### src/rtl/core/hbmt_pkg.sv
// Shared types and constants for the heartbeat membership table.
// No dependencies.
package hbmt_pkg;
	localparam int TableDepth = 16;
	localparam int IdxW = $clog2(TableDepth);
	localparam int CntW = $clog2(TableDepth + 1);

	localparam logic [1:0] REQ_JOIN   = 2'd0;
	localparam logic [1:0] REQ_REPLY  = 2'd1;
	localparam logic [1:0] REQ_GOSSIP = 2'd2;
	localparam logic [1:0] REQ_TICK   = 2'd3;

	localparam logic [2:0] EV_NONE    = 3'd0;
	localparam logic [2:0] EV_ADDED   = 3'd1;
	localparam logic [2:0] EV_REMOVED = 3'd2;
	localparam logic [2:0] EV_LIST    = 3'd3;
	localparam logic [2:0] EV_FULL    = 3'd4;

	localparam logic [1:0] CFG_COORD  = 2'd0;
	localparam logic [1:0] CFG_SELF   = 2'd1;
	localparam logic [1:0] CFG_FAIL   = 2'd2;
	localparam logic [1:0] CFG_REMOVE = 2'd3;

	localparam logic [7:0] FAIL_TMO_RST   = 8'd5;
	localparam logic [7:0] REMOVE_TMO_RST = 8'd20;

	typedef struct packed {
		logic [1:0]  req_type;
		logic [47:0] entry_addr;
		logic [31:0] entry_heartbeat;
		logic        first_entry;
		logic [31:0] now;
	} req_t;

	typedef struct packed {
		logic [2:0]  event_kind;
		logic [47:0] out_addr;
		logic [31:0] out_heartbeat;
		logic        last;
	} rsp_t;

	typedef enum logic [3:0] {
		ST_IDLE,
		ST_SEARCH,   // walk slots: match and first free
		ST_DECIDE,
		ST_UPDATE,   // gossip heartbeat compare and write
		ST_AGE,      // tick: one slot per cycle unless the output stalls
		ST_SELF,     // own list entry
		ST_LIST,     // one slot per cycle unless the output stalls
		ST_EMIT      // single event, then done or own entry for a join insert
	} state_t;
endpackage

### src/rtl/core/heartbeat_membership_table_top.sv
// Heartbeat membership table: sequencer, slot store and output register.
// Depends on hbmt_pkg.
//
// Usage:
//   Input channel req (req_valid/req_stall) carries one request item.
//   Output channel rsp (rsp_valid/rsp_stall) carries result items; the final
//   result of an item has last set. cfg (cfg_valid/cfg_ready) writes the
//   registers coordinator_mode, self_addr, fail_timeout, remove_timeout.
//   One item at a time: req_stall is high from acceptance until the
//   sequencer is idle again, which for an item with results is when its
//   final result is loaded into the output register. Every item first walks
//   all 16 slots for the address match and free slot, then decides: an
//   ignored item ends there without a result, a gossip update compares and
//   writes its slot, an insert or a full table emits one event. A join that
//   inserts adds its event, own entry and a list walk. A tick ages the slots,
//   then sends its own entry and walks the list. Each result is registered
//   before it reaches rsp. The slot walk goes through a single compare unit.
//   A stalled output holds its result and the sequencer waits before its next result.
//   Reset clears slot valid bits, own heartbeat, joined and the registers
//   (timeouts to 5 and 20); slot payloads are unknown until written.
module heartbeat_membership_table_top (
	input  logic              clk,
	input  logic              arst_n,
	input  logic              req_valid,
	output logic              req_stall,
	input  hbmt_pkg::req_t    req,
	output logic              rsp_valid,
	input  logic              rsp_stall,
	output hbmt_pkg::rsp_t    rsp,
	input  logic              cfg_valid,
	output logic              cfg_ready,
	input  logic [1:0]        cfg_index,
	input  logic [47:0]       cfg_data
);
	localparam int IW = hbmt_pkg::IdxW;
	localparam int CW = hbmt_pkg::CntW;

	logic        coord_q, joined_q;
	logic [47:0] self_q;
	logic [7:0]  fail_q, remove_q;
	logic [31:0] own_hb_q;

	logic [hbmt_pkg::TableDepth-1:0] valid_q, failed_q;
	logic [47:0] addr_mem [hbmt_pkg::TableDepth];
	logic [31:0] hb_mem   [hbmt_pkg::TableDepth];
	logic [31:0] stamp_mem[hbmt_pkg::TableDepth];

	hbmt_pkg::state_t state_q, state_d;
	hbmt_pkg::req_t   req_q;
	logic [CW-1:0]    cnt_q;
	logic [IW-1:0]    idx;
	logic             found_q, free_q;
	logic [IW-1:0]    match_q, free_idx_q;
	logic             out_free;

	assign idx       = cnt_q[IW-1:0];
	assign cfg_ready = 1'b1;
	assign req_stall = (state_q != hbmt_pkg::ST_IDLE);
	assign out_free  = !rsp_valid || !rsp_stall;

	// list continuation: any remaining live slot at or after idx+1
	logic more_live;
	always_comb begin
		more_live = 1'b0;
		for (int i = 0; i < hbmt_pkg::TableDepth; i++)
			if (i > int'(idx) && valid_q[i] && !failed_q[i]) more_live = 1'b1;
	end
	logic any_live;
	assign any_live = |(valid_q & ~failed_q);

	logic last_slot;
	assign last_slot = (cnt_q == CW'(hbmt_pkg::TableDepth - 1));

	// shared compare unit: one slot per cycle while the output is not stalled
	logic        addr_eq;
	logic [32:0] lim;
	logic        expired;
	assign addr_eq = valid_q[idx] && (addr_mem[idx] == req_q.entry_addr);
	assign lim     = {1'b0, stamp_mem[idx]} +
		{25'd0, failed_q[idx] ? remove_q : fail_q};
	assign expired = {1'b0, req_q.now} > lim;

	// decision after search
	logic self_hit, active;
	assign self_hit = (req_q.entry_addr == self_q);
	always_comb begin
		unique case (req_q.req_type)
			hbmt_pkg::REQ_JOIN:   active = coord_q && !self_hit && !found_q;
			hbmt_pkg::REQ_REPLY:  active = !coord_q && !self_hit && !found_q;
			hbmt_pkg::REQ_GOSSIP: active = joined_q && !self_hit;
			default:              active = joined_q;
		endcase
	end

	always_comb begin
		state_d = state_q;
		unique case (state_q)
			hbmt_pkg::ST_IDLE:
				if (req_valid) state_d = hbmt_pkg::ST_SEARCH;
			hbmt_pkg::ST_SEARCH:
				if (last_slot) state_d = hbmt_pkg::ST_DECIDE;
			hbmt_pkg::ST_DECIDE: begin
				if (req_q.req_type == hbmt_pkg::REQ_TICK)
					state_d = joined_q ? hbmt_pkg::ST_AGE : hbmt_pkg::ST_IDLE;
				else if (!active)
					state_d = hbmt_pkg::ST_IDLE;
				else if (req_q.req_type == hbmt_pkg::REQ_GOSSIP && found_q)
					state_d = hbmt_pkg::ST_UPDATE;
				else
					state_d = hbmt_pkg::ST_EMIT;
			end
			hbmt_pkg::ST_UPDATE: state_d = hbmt_pkg::ST_IDLE;
			hbmt_pkg::ST_AGE:
				if (out_free && last_slot) state_d = hbmt_pkg::ST_SELF;
			hbmt_pkg::ST_EMIT:
				if (out_free) state_d = (req_q.req_type == hbmt_pkg::REQ_JOIN && free_q)
					? hbmt_pkg::ST_SELF : hbmt_pkg::ST_IDLE;
			hbmt_pkg::ST_SELF:
				if (out_free) state_d = any_live ? hbmt_pkg::ST_LIST : hbmt_pkg::ST_IDLE;
			hbmt_pkg::ST_LIST:
				if (out_free && !more_live) state_d = hbmt_pkg::ST_IDLE;
			default: state_d = hbmt_pkg::ST_IDLE;
		endcase
	end

	// outputs: at most one result per cycle into the output register, when it is free
	logic        push;
	logic [2:0]  push_kind;
	logic [47:0] push_addr;
	logic [31:0] push_hb;
	logic        push_last;
	logic        age_remove;
	logic [31:0] own_hb_inc;
	assign own_hb_inc = (own_hb_q == 32'hFFFF_FFFF) ? own_hb_q : own_hb_q + 32'd1;
	assign age_remove = valid_q[idx] && failed_q[idx] && expired;
	always_comb begin
		push = 1'b0; push_kind = hbmt_pkg::EV_NONE; push_addr = '0;
		push_hb = '0; push_last = 1'b0;
		unique case (state_q)
			hbmt_pkg::ST_AGE: begin
				push = age_remove; push_kind = hbmt_pkg::EV_REMOVED;
				push_addr = addr_mem[idx];
			end
			hbmt_pkg::ST_EMIT: begin
				push = 1'b1; push_kind = free_q ? hbmt_pkg::EV_ADDED : hbmt_pkg::EV_FULL;
				push_addr = req_q.entry_addr;
				push_last = !(req_q.req_type == hbmt_pkg::REQ_JOIN && free_q);
			end
			hbmt_pkg::ST_SELF: begin
				push = 1'b1; push_kind = hbmt_pkg::EV_LIST; push_addr = self_q;
				push_hb = own_hb_q; push_last = !any_live;
			end
			hbmt_pkg::ST_LIST: begin
				push = valid_q[idx] && !failed_q[idx]; push_kind = hbmt_pkg::EV_LIST;
				push_addr = addr_mem[idx]; push_hb = hb_mem[idx]; push_last = !more_live;
			end
			default: ;
		endcase
	end

	logic [hbmt_pkg::TableDepth-1:0] reply_clr;
	assign reply_clr = (req.req_type == hbmt_pkg::REQ_REPLY && req.first_entry && !coord_q)
		? '0 : valid_q;

	always_ff @(posedge clk or negedge arst_n) begin
		if (!arst_n) begin
			state_q <= hbmt_pkg::ST_IDLE;
			cnt_q <= '0; valid_q <= '0; own_hb_q <= '0;
			coord_q <= 1'b0; joined_q <= 1'b0; self_q <= '0;
			fail_q <= hbmt_pkg::FAIL_TMO_RST; remove_q <= hbmt_pkg::REMOVE_TMO_RST;
			rsp_valid <= 1'b0;
			found_q <= 1'b0; free_q <= 1'b0;
			match_q <= '0; free_idx_q <= '0;
		end else begin
			state_q <= state_d;
			if (out_free) rsp_valid <= push;
			if (cfg_valid) begin
				unique case (cfg_index)
					hbmt_pkg::CFG_COORD: begin
						coord_q <= cfg_data[0];
						if (cfg_data[0]) joined_q <= 1'b1;
					end
					hbmt_pkg::CFG_SELF:   self_q   <= cfg_data;
					hbmt_pkg::CFG_FAIL:   fail_q   <= cfg_data[7:0];
					hbmt_pkg::CFG_REMOVE: remove_q <= cfg_data[7:0];
				endcase
			end
			unique case (state_q)
				hbmt_pkg::ST_IDLE: if (req_valid) begin
					cnt_q <= '0; found_q <= 1'b0; free_q <= 1'b0;
					valid_q <= reply_clr;
				end
				hbmt_pkg::ST_SEARCH: begin
					if (addr_eq) begin found_q <= 1'b1; match_q <= idx; end
					if (!valid_q[idx] && !free_q) begin free_q <= 1'b1; free_idx_q <= idx; end
					cnt_q <= last_slot ? '0 : cnt_q + CW'(1);
				end
				hbmt_pkg::ST_DECIDE: begin
					if (req_q.req_type == hbmt_pkg::REQ_REPLY && !coord_q) joined_q <= 1'b1;
					if (active && req_q.req_type != hbmt_pkg::REQ_TICK && !found_q && free_q)
						valid_q[free_idx_q] <= 1'b1;
				end
				hbmt_pkg::ST_AGE: if (out_free) begin
					if (age_remove) valid_q[idx] <= 1'b0;
					cnt_q <= last_slot ? '0 : cnt_q + CW'(1);
					if (last_slot) own_hb_q <= own_hb_inc;
				end
				hbmt_pkg::ST_EMIT:
					if (out_free && req_q.req_type == hbmt_pkg::REQ_JOIN && free_q)
						own_hb_q <= own_hb_inc;
				hbmt_pkg::ST_SELF: if (out_free) cnt_q <= '0;
				hbmt_pkg::ST_LIST: if (out_free) cnt_q <= cnt_q + CW'(1);
				default: ;
			endcase
		end
	end

	// slot payloads, failed marks, request and result registers; no reset
	always_ff @(posedge clk) begin
		if (state_q == hbmt_pkg::ST_IDLE && req_valid) req_q <= req;
		if (state_q == hbmt_pkg::ST_DECIDE && active &&
				req_q.req_type != hbmt_pkg::REQ_TICK && !found_q && free_q) begin
			addr_mem[free_idx_q]  <= req_q.entry_addr;
			hb_mem[free_idx_q]    <= req_q.entry_heartbeat;
			stamp_mem[free_idx_q] <= req_q.now;
			failed_q[free_idx_q]  <= 1'b0;
		end
		if (state_q == hbmt_pkg::ST_UPDATE && req_q.entry_heartbeat > hb_mem[match_q]) begin
			hb_mem[match_q]    <= req_q.entry_heartbeat;
			stamp_mem[match_q] <= req_q.now;
			failed_q[match_q]  <= 1'b0;
		end
		if (state_q == hbmt_pkg::ST_AGE && out_free && valid_q[idx] && !failed_q[idx]
				&& expired) begin
			stamp_mem[idx] <= req_q.now;
			failed_q[idx]  <= 1'b1;
		end
		if (out_free && push) begin
			rsp.event_kind    <= push_kind;
			rsp.out_addr      <= push_addr;
			rsp.out_heartbeat <= push_hb;
			rsp.last          <= push_last;
		end
	end
endmodule
### config.mk
export PLATFORM = sky130hd
export DESIGN_NAME = heartbeat_membership_table_top
export DESIGN_NICKNAME = d
export VERILOG_FILES = /design/src/rtl/core/hbmt_pkg.sv /design/src/rtl/core/heartbeat_membership_table_top.sv
export SDC_FILE = /design/constraint.sdc
export NUM_CORES = 2
export LEC_CHECK = 0
export ABC_CLOCK_PERIOD_IN_PS = 12400
export BUFFER_PORTS_ARGS = -buffer_cell sky130_fd_sc_hd__buf_2
export CAP_MARGIN = 25
export CORE_ASPECT_RATIO = 0.9
export CORE_MARGIN = 2
export CORE_UTILIZATION = 46
export CTS_CLUSTER_SIZE = 16
export DETAILED_ROUTE_END_ITERATION = 16
export MAX_ROUTING_LAYER = met4
export SLEW_MARGIN = 0
export SYNTH_ARGS = -nofsm -noshare
export SYNTH_HDL_FRONTEND = slang
export SYNTH_SLANG_ARGS = --single-unit
### constraint.sdc
create_clock -name clk -period 12.4 [get_ports clk]
set_input_delay 2.48 -clock clk [delete_from_list [all_inputs] [get_ports clk]]
set_output_delay 2.48 -clock clk [all_outputs]
set_load 0.005 [all_outputs]
==> Implementation_results.wiki <==
{| class="wikitable"
! Metric !! Value
|-
| Run status || complete, no violations
|-
| Top post-synthesis cells by count || 1,990 x edfxtp_1, 417 x mux4_2, 392 x mux2i_1, 237 x nand2_1, 165 x nor2_1
|-
| Post-layout nets || 5,728
|-
| Final global-route overflow total || 0
|-
| Synthesis-stage register bit count || 2,139
|-
| Beginning of the critical path || cnt_q[1]$_DFFE_PN0P_
|-
| Core Footprint || 200,000 µm²
|-
| Pins Over Slew Limit || 0
|-
| HPWL reported at the end of detailed placement || approximately 160,000 µm
|-
| Reported max-cap violation count || 0
|-
| Yosys top cell area share || 64.6%
|-
| Final cell count without fillers || about 8,400
|-
| Number of buffers created by CTS || 218
|-
| CP Launch Type || flop
|-
| Placed cell areas || 96,900 µm²
|-
| Largest area contributor in the synthesized netlist || edfxtp_1
|-
| Achievable Freq || approximately 100 MHz
|-
| Synthesized netlist net count || 5,392
|-
| Root Buffer || clkbuf_16
|-
| Worst clock skew || around 43 ps
|-
| Number of synthesized flops with an enable pin || 1,990
|-
| Maximum level of the CTS H-tree || 4
|-
| Most instantiated library cell after synthesis || edfxtp_1
|-
| Sinks on the clock net || 2,139
|-
| Routed length per placed instance || about 33 µm
|-
| Number of vias after detailed routing || 53,000
|-
| DR vias/cell || 6.33
|-
| Hold wc startpoint || fail_q[1]$_DFFE_PN0P_
|-
| Worst-Margin Slew || 1150 ps
|-
| Area growth, synth to finish || 13.0%
|-
| Setup Viol. Count Final || 0
|-
| Tightest slew margin relative to the limit || 23.5%
|-
| Cell types occupying the most area after synthesis || edfxtp_1 65%, mux4_2 10%, mux2i_1 4.2%
|-
| Proportion of synthesized flip-flops having asynchronous set or reset || 6.22%
|-
| Via count of the first global-routing pass || 52,100
|-
| Number of antenna violations at the first check in global routing || 24
|-
| Area occupied by multi-input gates || 27,200 µm²
|-
| Flip-flop cell with the highest count after synthesis || edfxtp_1
|-
| Number of primary I/O pins || approximately 260
|-
| Post-cts repair resize count || 0
|-
| Critical Path Fanout Max || 103
|-
| Number of nets with antenna violations after detailed routing || 0
|-
| Standard-cell rows || 156
|-
| Hold violation count in the final report || 0
|-
| Critical path endpoint category || flop
|-
| Fill count || 16,100
|-
| Pwr per Cell Area || 214 nW/µm²
|-
| Pin count of the biggest net entering global routing || around 120
|-
| Weighted congestion at the end of routability-driven global placement || 0.934
|-
| Total area of sequential cells || 63,400 µm²
|-
| Buffer levels on the longest clock path || 3
|-
| Height of the chip || 429 µm
|-
| Clk pin slew, worst setup/hold paths || 70 ps
|-
| Path type of the worst setup path || flop to flop
|-
| Post-CTS Repair Setup Buffers || 0
|-
| Post-synthesis average cell area || 18.0 µm²
|-
| Hold Path Class || flop to flop
|-
| Clock tree from TritonCTS || yes
|-
| Remaining DRCs || 0
|-
| Post-placement cell count || 7,941
|-
| Aggregate routed wire length || 274,000 µm
|-
| Pre-antenna DRT Iters || 6
|-
| Sequential share of the synthesized area || approximately two thirds
|-
| Final period demand of the worst path || approximately 9700 ps
|-
| Number of distinct library cells after synthesis || 109
|-
| First-pass GRT wire length || about 390,000 µm
|-
| Share of the clock period used by the worst path after layout || 77.8%
|-
| Detailed router's first-iteration violation count || 7,010
|-
| Arrival time of the worst setup path || 10,180 ps
|-
| Unrepaired setup endpoints after global routing || no
|-
| Sum Neg Setup Slack || 0 ps
|-
| Startpoint of the most critical register-to-register path || cnt_q[1]$_DFFE_PN0P_
|-
| Initial Utilization || 46.2%
|-
| Total routing resource utilization after global routing || between 20% and 30%
|-
| Worst supply voltage drop on vdd || 179 µV
|-
| Yosys synthesis warning count || 0
|-
| Final standard cell area without fillers || 104,000 µm²
|-
| Die boundary width || 477 µm
|-
| Die footprint || 205,000 µm²
|-
| Lkg Pwr || 34.9 nW
|-
| Worst skew pair latency || 880 ps
|-
| Share of final-layout standard cells stronger than drive strength 1 || 24.3%
|-
| # port buffers || around 260
|-
| Hold buffer count at CTS || 0
|-
| Number of instances in the synthesized netlist || 5,141
|-
| Cell Area, Synth || 92,400 µm²
|-
| Data required time of the critical path || approximately 13,000 ps
|}
-- worst paths after layout --
path | to | slack (ps) | depth (start not counted)
worst max-delay path | stamp_mem[15][19]$_DFFE_PP_ | 2750 | 26
worst min register to register | fail_q[1]$_DFFE_PN0P_ | 510 | 1
worst max register to register | stamp_mem[15][19]$_DFFE_PP_ | 2750 | 26
max in group asynchronous | own_hb_q[12]$_DFFE_PN0P_ | 9620 | 3
min in group asynchronous | self_q[31]$_DFFE_PN0P_ | 1620 | 1
worst min-delay path | fail_q[1]$_DFFE_PN0P_ | 510 | 1
-- power breakdown --
part           internal, W  switching, W
Clock              0.00393       0.00289
Sequential         0.00846      0.000485
Combinational      0.00251       0.00408
Total               0.0149       0.00746
-- placed cells by master, fill, tap and decap left out, types with 49 or more instances in the layout --
cell type and count:
a211oi_1 54, mux4_2 417, mux2_2 97, buf_4 137
nor2_1 134, clkinv_1 49, ha_1 80, xnor2_1 78
dfrtp_1 119, o22ai_1 74, a21oi_1 123, mux2i_1 392
buf_2 254, clkbuf_16 219, edfxtp_1 1990, mux4_1 49
o221ai_1 118, nand2_1 236, o21ai_0 77, inv_1 92
-- flip-flops by register name (all words and copies together) (netlist names) --
signal / cells
addr_mem: 768
hb_mem: 512
stamp_mem: 512
req_q: 114
rsp: 84
self_q: 48
own_hb_q: 32
failed_q: 16
valid_q: 16
fail_q: 8
remove_q: 8
cnt_q: 5
free_idx_q: 4
match_q: 4
state_q: 3
coord_q: 1
found_q: 1
free_q: 1
joined_q: 1
rsp_valid: 1
-- critical path, cell delays in order, from the launching register on --
cell and delay, ps:
dfrtp_4 790, buf_12 500, nand2_4 370, o221ai_2 280
o21ai_0 150, a21oi_2 580, mux2_2 440, ha_1 280
a21o_1 100, a21oi_1 80, o21ai_0 220, a21oi_1 160
o21ai_0 450, nand4_1 290, nor3_1 590, nand3_1 170
xor2_1 180, ha_1 290, o21ai_0 70, nor2_1 200
nand3_1 110, a31oi_1 190, o211ai_1 340, nor3_2 980
nand2_1 330, o22ai_4 650, buf_4 410
-- per-layer routing --
metal  up-vias  track usage, %  routed length [µm]
met5         -               -                   0
met4         0            8.22                8490
met3       480            5.00               25000
met2      2775            40.1              125000
met1     27800            39.0              116000
li1      21900               -                   -
-- cell type report --
cell class              count  area share, %
repair buffers            407           2.54
clock inverters           157           1.71
flip-flops and latches   2139           60.7
clock buffers             257           5.42
diodes                     11         0.0263
multi-input cells        2611           26.0
inverters                 100          0.366
well taps                2686           3.22
-- cell families (layout without fill, tap and decap cells) --
| group | after synthesis | after routing | share of synthesized area, % |
|---|---|---|---|
| AO/OA/AOI/OAI | 764 | 764 | 5.99 |
| flip-flops | 2139 | 2139 | 68.6 |
| buffers and inverters | 391 | 921 | 2.56 |
| other | 1 | 12 | 0.00406 |
| adder cells (fa/ha/maj) | 82 | 82 | 1.12 |
| XOR/XNOR | 107 | 107 | 1.01 |
| AND/OR/NAND/NOR | 697 | 697 | 3.66 |
| multiplexers | 960 | 960 | 17.1 |
-- through the flow --
step                utilization, %  total power, W  setup WS, ps  hold slack [ps]
finish                        52.2          0.0224          2750              506
global route                  52.2          0.0232          2170              505
CTS                           52.1          0.0224          2700              499
detailed placement            48.4          0.0156          2700              490
global placement              48.3          0.0155          2810              480
floorplan                        -          0.0135          3010              439
Note: power is estimated with default switching activity, not from simulation.
